--- src/bwc_pkg.sv ---
package bwc_pkg;

  localparam int unsigned TgtW     = 256;
  localparam int unsigned WordW    = 64;
  localparam int unsigned CompactW = 32;
  localparam int unsigned QDepth   = 2;

  localparam logic [7:0]  MaxSmallSize = 8'd3;
  localparam logic [22:0] MantByteMax  = 23'h0000ff;
  localparam logic [22:0] MantHalfMax  = 23'h00ffff;
  localparam logic [7:0]  SizeLimit2   = 8'd34;
  localparam logic [7:0]  SizeLimit1   = 8'd33;
  localparam logic [7:0]  SizeLimit0   = 8'd32;

  typedef enum logic [1:0] {
    ST_OK   = 2'd0,
    ST_NEG  = 2'd1,
    ST_OVF  = 2'd2,
    ST_ZERO = 2'd3
  } status_e;

  typedef enum logic [1:0] {
    BK_IDLE = 2'd0,
    BK_DIV  = 2'd1,
    BK_INC  = 2'd2,
    BK_OUT  = 2'd3
  } back_state_e;

  // one decoded job handed from front to back
  typedef struct packed {
    logic [TgtW-1:0] target;
    status_e         status;
  } job_t;

endpackage

--- src/bwc_front.sv ---
module bwc_front (
  input  logic [bwc_pkg::CompactW-1:0] compact_bits_i,
  output bwc_pkg::job_t                job_o
);
  import bwc_pkg::*;

  logic [7:0]      size;
  logic            sign;
  logic [22:0]     mant_raw;
  logic [22:0]     mant;
  logic [7:0]      sh;
  logic [TgtW-1:0] target;
  logic            neg;
  logic            ovf;

  // decode size/sign/mantissa into a 256-bit target
  always_comb begin
    size     = compact_bits_i[31:24];
    sign     = compact_bits_i[23];
    mant_raw = compact_bits_i[22:0];
    sh       = size - MaxSmallSize;
    if (size <= MaxSmallSize) begin
      mant   = mant_raw >> {(2'(MaxSmallSize[1:0] - size[1:0])), 3'b000};
      target = {{(TgtW-23){1'b0}}, mant};
    end else begin
      mant = mant_raw;
      if (sh >= 8'd32) begin
        target = '0;
      end else begin
        target = {{(TgtW-23){1'b0}}, mant} << {sh[4:0], 3'b000};
      end
    end
  end

  // classify, first reason wins
  always_comb begin
    neg = (mant != '0) && sign;
    ovf = (mant != '0) && ((size > SizeLimit2) ||
                           ((mant > MantByteMax) && (size > SizeLimit1)) ||
                           ((mant > MantHalfMax) && (size > SizeLimit0)));
    job_o.target = target;
    if (neg) begin
      job_o.status = ST_NEG;
    end else if (ovf) begin
      job_o.status = ST_OVF;
    end else if (target == '0) begin
      job_o.status = ST_ZERO;
    end else begin
      job_o.status = ST_OK;
    end
  end

endmodule

--- src/bwc_queue.sv ---
module bwc_queue (
  input  logic          clk_i,
  input  logic          rst_ni,
  input  logic          push_i,
  input  bwc_pkg::job_t push_data_i,
  output logic          full_o,
  input  logic          pop_i,
  output logic          empty_o,
  output bwc_pkg::job_t pop_data_o
);
  import bwc_pkg::*;

  job_t                      mem_q [QDepth];
  logic [$clog2(QDepth)-1:0] wr_ptr_q, rd_ptr_q;
  logic [$clog2(QDepth):0]   count_q;

  assign full_o     = (count_q == ($clog2(QDepth)+1)'(QDepth));
  assign empty_o    = (count_q == '0);
  assign pop_data_o = mem_q[rd_ptr_q];

  // storage
  always_ff @(posedge clk_i) begin
    if (push_i && !full_o) begin
      mem_q[wr_ptr_q] <= push_data_i;
    end
  end

  // pointers and fill count
  always_ff @(posedge clk_i or negedge rst_ni) begin
    if (!rst_ni) begin
      wr_ptr_q <= '0;
      rd_ptr_q <= '0;
      count_q  <= '0;
    end else begin
      if (push_i && !full_o) wr_ptr_q <= wr_ptr_q + 1'b1;
      if (pop_i && !empty_o) rd_ptr_q <= rd_ptr_q + 1'b1;
      count_q <= count_q + ($clog2(QDepth)+1)'(push_i && !full_o)
                         - ($clog2(QDepth)+1)'(pop_i && !empty_o);
    end
  end

endmodule

--- src/bwc_back.sv ---
module bwc_back (
  input  logic                      clk_i,
  input  logic                      rst_ni,
  input  logic                      job_valid_i,
  input  bwc_pkg::job_t             job_i,
  output logic                      job_pop_o,
  output logic                      out_valid_o,
  input  logic                      out_ready_i,
  output logic [bwc_pkg::WordW-1:0] out_word_o,
  output logic [1:0]                out_index_o,
  output logic                      out_last_o,
  output bwc_pkg::status_e          out_status_o
);
  import bwc_pkg::*;

  back_state_e     state_q, state_d;
  logic [TgtW-1:0] rem_q, rem_d;
  logic [TgtW-1:0] quo_q, quo_d;
  logic [TgtW:0]   den_q, den_d;
  logic [7:0]      step_q, step_d;
  logic [1:0]      idx_q, idx_d;
  status_e         status_q, status_d;

  logic [TgtW:0]   rem_sh;
  logic [TgtW+1:0] diff;
  logic            ge;

  // one restoring step: shift in next dividend bit, try subtract
  always_comb begin
    rem_sh = {rem_q, quo_q[TgtW-1]};
    diff   = {1'b0, rem_sh} - {1'b0, den_q};
    ge     = !diff[TgtW+1];
  end

  always_ff @(posedge clk_i or negedge rst_ni) begin
    if (!rst_ni) begin
      state_q <= BK_IDLE;
    end else begin
      state_q <= state_d;
    end
  end

  always_ff @(posedge clk_i) begin
    rem_q    <= rem_d;
    quo_q    <= quo_d;
    den_q    <= den_d;
    step_q   <= step_d;
    idx_q    <= idx_d;
    status_q <= status_d;
  end

  // sequencer
  always_comb begin
    state_d   = state_q;
    rem_d     = rem_q;
    quo_d     = quo_q;
    den_d     = den_q;
    step_d    = step_q;
    idx_d     = idx_q;
    status_d  = status_q;
    job_pop_o = 1'b0;
    case (state_q)
      BK_IDLE: begin
        if (job_valid_i) begin
          job_pop_o = 1'b1;
          status_d  = job_i.status;
          rem_d     = '0;
          quo_d     = ~job_i.target;
          den_d     = {1'b0, job_i.target} + (TgtW+1)'(1);
          step_d    = '0;
          idx_d     = '0;
          if (job_i.status == ST_OK) begin
            state_d = BK_DIV;
          end else begin
            quo_d   = '0;
            state_d = BK_OUT;
          end
        end
      end
      BK_DIV: begin
        rem_d  = ge ? diff[TgtW-1:0] : rem_sh[TgtW-1:0];
        quo_d  = {quo_q[TgtW-2:0], ge};
        step_d = step_q + 8'd1;
        if (step_q == 8'hff) state_d = BK_INC;
      end
      BK_INC: begin
        quo_d   = quo_q + TgtW'(1);
        state_d = BK_OUT;
      end
      BK_OUT: begin
        if (out_ready_i) begin
          quo_d = quo_q >> WordW;
          idx_d = idx_q + 2'd1;
          if (idx_q == 2'd3) state_d = BK_IDLE;
        end
      end
      default: state_d = BK_IDLE;
    endcase
  end

  assign out_valid_o  = (state_q == BK_OUT);
  assign out_word_o   = quo_q[WordW-1:0];
  assign out_index_o  = idx_q;
  assign out_last_o   = (idx_q == 2'd3);
  assign out_status_o = status_q;

endmodule

--- src/block_work_from_compact_target.sv ---
// Channel   | Dir | Payload
// s_axis    | in  | tdata[31:0] compact_bits
// m_axis    | out | tdata[63:0] work_word, tuser[1:0] word_index,
//           |     | tuser[3:2] status, tlast last_word
// Steps: a valid target takes 256 division steps on one 257-bit subtractor,
// then an increment and four output words.
// Invalid targets skip the divider and the increment and emit four zero words.
// A two-entry job queue lets the decoder take new targets while the divider runs.
// Reset clears control only; output stalls hold the back end in place.
module block_work_from_compact_target (
  input  logic                         clk_i,
  input  logic                         rst_ni,
  input  logic                         s_axis_tvalid_i,
  output logic                         s_axis_tready_o,
  input  logic [bwc_pkg::CompactW-1:0] s_axis_tdata_i,  // [31:0] compact_bits
  output logic                         m_axis_tvalid_o,
  input  logic                         m_axis_tready_i,
  output logic [bwc_pkg::WordW-1:0]    m_axis_tdata_o,  // [63:0] work_word
  output logic [3:0]                   m_axis_tuser_o,  // [1:0] word_index, [3:2] status
  output logic                         m_axis_tlast_o   // last_word
);
  import bwc_pkg::*;

  job_t    dec_job, q_job;
  logic    q_full, q_empty, q_pop;
  logic [1:0] idx;
  status_e status;

  bwc_front u_front (
    .compact_bits_i (s_axis_tdata_i),
    .job_o          (dec_job)
  );

  assign s_axis_tready_o = !q_full;

  bwc_queue u_queue (
    .clk_i       (clk_i),
    .rst_ni      (rst_ni),
    .push_i      (s_axis_tvalid_i),
    .push_data_i (dec_job),
    .full_o      (q_full),
    .pop_i       (q_pop),
    .empty_o     (q_empty),
    .pop_data_o  (q_job)
  );

  bwc_back u_back (
    .clk_i        (clk_i),
    .rst_ni       (rst_ni),
    .job_valid_i  (!q_empty),
    .job_i        (q_job),
    .job_pop_o    (q_pop),
    .out_valid_o  (m_axis_tvalid_o),
    .out_ready_i  (m_axis_tready_i),
    .out_word_o   (m_axis_tdata_o),
    .out_index_o  (idx),
    .out_last_o   (m_axis_tlast_o),
    .out_status_o (status)
  );

  assign m_axis_tuser_o = {status, idx};

endmodule

--- config.mk ---
export PLATFORM = sky130hd
export DESIGN_NAME = block_work_from_compact_target
export DESIGN_NICKNAME = d
export VERILOG_FILES = /design/src/bwc_pkg.sv /design/src/bwc_front.sv /design/src/bwc_queue.sv /design/src/bwc_back.sv /design/src/block_work_from_compact_target.sv
export SDC_FILE = /design/constraint.sdc
export NUM_CORES = 2
export LEC_CHECK = 0
export BUFFER_PORTS_ARGS = -buffer_cell sky130_fd_sc_hd__buf_2
export CAP_MARGIN = 20
export CORE_UTILIZATION = 40
export CTS_CLUSTER_SIZE = 30
export DETAILED_ROUTE_END_ITERATION = 10
export SKIP_CTS_REPAIR_TIMING = 1
export SLEW_MARGIN = 10
export SYNTH_ARGS = -nofsm -noshare
export SYNTH_HDL_FRONTEND = slang
export SYNTH_HIERARCHICAL = 1
export SYNTH_SLANG_ARGS = --single-unit
--- constraint.sdc ---
create_clock -name clk_i -period 18.28 [get_ports clk_i]
set_input_delay 1.828 -clock clk_i [delete_from_list [all_inputs] [get_ports clk_i]]
set_output_delay 1.828 -clock clk_i [all_outputs]
set_load 0.02 [all_outputs]
==> impl_summary.log <==
[metrics] outcome: finished, violations left
[metrics] violations in the final reports: DRC, slew limit
[metrics] relative contribution of sequential cells to total power: 0.288
[metrics] clock latency on the worst-skew pair: 0.88 ns
[metrics] CP Max Fanout: 73
[metrics] num ports: 107
[metrics] synthesis warning total: 6
[metrics] area enclosed by the die boundary: 222000 sq um
[metrics] combinational power share: 0.555
[metrics] Inserted Clock Buffers: ~160
[metrics] level count of the clock H-tree: 4
[metrics] clock network fraction of total power: 0.157
[metrics] Post-synth EDFFs: between 1000 and 1500
[metrics] synthesized netlist net count: 9390
[metrics] Core Footprint: 218000 sq um
[metrics] net total in the final layout: 9199
[metrics] initial cell density of the core: 0.404
[metrics] hpwl dp: between 200 and 300 mm
[metrics] reported max-cap violation count: 0
[metrics] vias per cell: 6.45
[metrics] worst-case clock skew: 0.0710 ns
[metrics] Non-Filler Instances: 11900
[metrics] count of buffers from port buffering: about 110
[metrics] Setup Crit Path Kind: flip-flop to flip-flop
[metrics] final setup fails: 0
[metrics] TritonCTS clock tree: done
[metrics] part of the Yosys area used for sequential elements: 0.444
[metrics] min-delay worst type: flip-flop to flip-flop
[metrics] worst slew margin relative to its limit: -0.0683
[metrics] number of global-route vias before repair: 71200
[metrics] RSZ-0062 raised after global routing: false
[metrics] routed length per instance: 30.2 um
[metrics] area of placed instances: 90500 sq um
[metrics] placed cells: 11600
[metrics] switch share: 0.493
[metrics] final hold violation count: 0
[metrics] total chip power: 20.9 mW
[metrics] antenna violations before repair: 11
[metrics] Final period util: 0.479
[metrics] count of distinct cell types in the synthesized netlist: 128
[metrics] signal arrival time at the worst endpoint: 9.34 ns
[metrics] Longest Clk Path Bufs: 3
[metrics] # DRC: 2
[metrics] Data required, critical path: between 15 and 20 ns
[metrics] area of the mapped netlist: slightly below 90000 sq um
[metrics] most frequently used flop master after synthesis: sky130_fd_sc_hd__edfxtp_1
[metrics] total global routing track utilization: 0.311
[metrics] number of synthesized register bits: 1303
[metrics] power density of the placed cells: around 220 nW/um^2
[metrics] Total Routed Length: 358 mm
[metrics] number of placement rows: 171
[metrics] CTS clock-pin slew for the worst setup and hold paths: roughly 0.060 ns
[metrics] number of nets with antenna violations after routing: 0
[metrics] clock root cell: sky130_fd_sc_hd__clkbuf_16
[metrics] layout overhead on the synthesized area: 8.93%
[metrics] layout filler cell count: 20700
[metrics] shortest period the worst path allows: 8.76 ns
[metrics] Leakage Power: 34.6 nW
[metrics] Setup crit start kind: flip-flop
[metrics] Slew @ Worst Pin: 1.60 ns
[metrics] GR Overflow Total: 0
[metrics] switching power: 10.3 mW
[metrics] Max Clock Freq: 0.114 GHz
[metrics] post-synthesis cell count: ~9100
[metrics] post-synthesis average cell area: between 9 and 10 sq um
[metrics] cell area after layout: 95900 sq um
[metrics] Max Transition Viols Final: 87
[metrics] nature of the critical path endpoint: flip-flop
[metrics] global-route wire length before repair: 510 mm
[metrics] pin count of the biggest net entering global routing: 180
[metrics] maximum vdd drop: 137 uV
[metrics] Internal: ~11 mW
[metrics] vias after detailed routing: 76600
[metrics] Final Wtd Congestion: 1.06
[metrics] fraction of layout cells with a size suffix above 1: 0.0995
[metrics] first drt pass iteration count: 11
[metrics] Initial DRC Count: 11800
[metrics] count of clock tree sinks: around 1300
[metrics] Setup TNS Final: 0 ns
[metrics] proportion of synthesized flip-flops having asynchronous set or reset: 0.00460
[metrics] die height: 471 um
[metrics] die width: roughly 470 um
-- cell usage in the layout (no fill, tap or decap), types with 130 or more instances in the layout --
cell type                      n
sky130_fd_sc_hd__edfxtp_1   1297
sky130_fd_sc_hd__nand2_1    1126
sky130_fd_sc_hd__nor2_1      750
sky130_fd_sc_hd__a21oi_1     551
sky130_fd_sc_hd__inv_1       436
sky130_fd_sc_hd__xnor2_1     435
sky130_fd_sc_hd__o21ai_0     365
sky130_fd_sc_hd__xor2_1      325
sky130_fd_sc_hd__nand3_1     310
sky130_fd_sc_hd__nand4_1     303
sky130_fd_sc_hd__ha_1        266
sky130_fd_sc_hd__nor3_1      206
sky130_fd_sc_hd__mux2_4      203
sky130_fd_sc_hd__o221ai_1    182
sky130_fd_sc_hd__clkbuf_16   156
sky130_fd_sc_hd__a21boi_1    150
sky130_fd_sc_hd__a22oi_1     148
sky130_fd_sc_hd__and3_1      130
-- cell type report --
class | count | area (sq um) | share of cell area
well taps | 2854 | 3570 | 0.0372
repair buffers | 216 | 1410 | 0.0147
inverters | 438 | 1640 | 0.0171
multi-input cells | 6777 | 44800 | 0.467
clock buffers | 171 | 3960 | 0.0413
flip-flops and latches | 1303 | 39100 | 0.408
clock inverters | 110 | 1460 | 0.0152
diodes | 5 | 12.5 | 0.000130
-- cells by family after synthesis --
| group | synth area share |
|---|---|
| and+or+nand+nor | 0.179 |
| AOI/OAI and AO/OA | 0.168 |
| DFF | 0.444 |
| buffers and inverters | 0.0499 |
| xor gates and xnor gates | 0.0760 |
| muxes | 0.0452 |
| adders and majority gates | 0.0386 |
-- worst paths after layout --
path                                    start                 end  slack (ns)  cells past startpoint
setup / recovery             u_back/rem_q[15]    u_back/rem_q[60]        9.52                     21
hold / removal             u_queue/count_q[1]  u_queue/count_q[1]        0.53                      1
setup reg to reg             u_back/rem_q[15]    u_back/rem_q[60]        9.52                     21
hold reg to reg            u_queue/count_q[1]  u_queue/count_q[1]        0.53                      1
max in group asynchronous              rst_ni  u_queue/count_q[1]       17.16                      1
min in group asynchronous              rst_ni   u_back/state_q[1]        0.84                      1
-- worst max-delay path: stages (launching register included) --
cell	delay, ns
sky130_fd_sc_hd__edfxtp_1	0.39
sky130_fd_sc_hd__ha_1	0.41
sky130_fd_sc_hd__nand2_1	0.07
sky130_fd_sc_hd__o21ai_0	0.57
sky130_fd_sc_hd__nand2b_1	0.20
sky130_fd_sc_hd__a211oi_1	0.06
sky130_fd_sc_hd__buf_4	0.16
sky130_fd_sc_hd__o41ai_1	1.13
sky130_fd_sc_hd__a21oi_1	0.10
sky130_fd_sc_hd__buf_4	0.25
sky130_fd_sc_hd__o32a_1	0.30
sky130_fd_sc_hd__a21oi_1	0.52
sky130_fd_sc_hd__o211ai_1	0.39
sky130_fd_sc_hd__o21ai_2	0.36
sky130_fd_sc_hd__a21oi_1	0.20
sky130_fd_sc_hd__o41ai_4	0.34
sky130_fd_sc_hd__buf_4	0.57
sky130_fd_sc_hd__buf_4	0.51
sky130_fd_sc_hd__buf_4	0.66
sky130_fd_sc_hd__buf_4	0.81
sky130_fd_sc_hd__nand2_1	0.11
sky130_fd_sc_hd__o211a_1	0.16
-- per-layer routing --
layer	GRT usage	share of wire	vias to the layer above
li1	-	-	33300
met1	0.439	0.42	37800
met2	0.450	0.42	4700
met3	0.0736	0.11	834
met4	0.140	0.050	4
met5	0	0.000084	-
-- cells in the mapped netlist (93+ instances only) --
master                     count  area share
sky130_fd_sc_hd__o22ai_1      93      0.0066
sky130_fd_sc_hd__edfxtp_1   1297        0.44
sky130_fd_sc_hd__o221ai_1    182       0.018
sky130_fd_sc_hd__nor2_1      751       0.032
sky130_fd_sc_hd__and3_1      131      0.0093
sky130_fd_sc_hd__clkbuf_1    365       0.016
sky130_fd_sc_hd__xnor2_1     435       0.043
sky130_fd_sc_hd__ha_1        270       0.038
sky130_fd_sc_hd__nand4_1     303       0.022
sky130_fd_sc_hd__a21oi_1     552       0.031
sky130_fd_sc_hd__nand2_1    1127       0.048
sky130_fd_sc_hd__o21ai_0     365       0.021
sky130_fd_sc_hd__inv_1       436       0.019
sky130_fd_sc_hd__xor2_1      325       0.032
sky130_fd_sc_hd__mux2_4      203       0.035
sky130_fd_sc_hd__nand3_1     310       0.018
sky130_fd_sc_hd__a22oi_1     150       0.013
sky130_fd_sc_hd__o21bai_1     93      0.0079
sky130_fd_sc_hd__a21boi_1    150       0.013
sky130_fd_sc_hd__nor3_1      206       0.012
-- through the flow --
stage,utilization,setup slack (ns),hold WS (ns)
after detailed placement,0.415,10.00,0.519
after CTS,0.440,9.91,0.532
after global placement,0.415,10.03,0.486
after global routing,0.440,9.33,0.553
final,0.440,9.52,0.525
after floorplan,-,1.70,0.461
-- power by group through the flow --
stage,sequential [mW],clock [mW],combinational [mW]
floorplan,5.81,0,7.82
global route,6.07,3.44,12.3
CTS,5.96,3.34,11.3
detailed placement,6.00,0,11.2
global placement,5.97,0,11.2
finish,6.01,3.29,11.6
-- state kept, by name, indices dropped and copies added, names as in the netlist --
name / flops
u_back/den_q: 257
u_back/state_q: 2
u_back/out_status_o: 2
u_queue/rd_ptr_q: 1
u_back/rem_q: 256
u_back/step_q: 8
u_back/out_index_o: 2
u_queue/count_q: 2
u_back/quo_q: 256
u_queue/wr_ptr_q: 1
u_queue/mem_q: 516
Note: power is estimated with default switching activity, not from simulation.
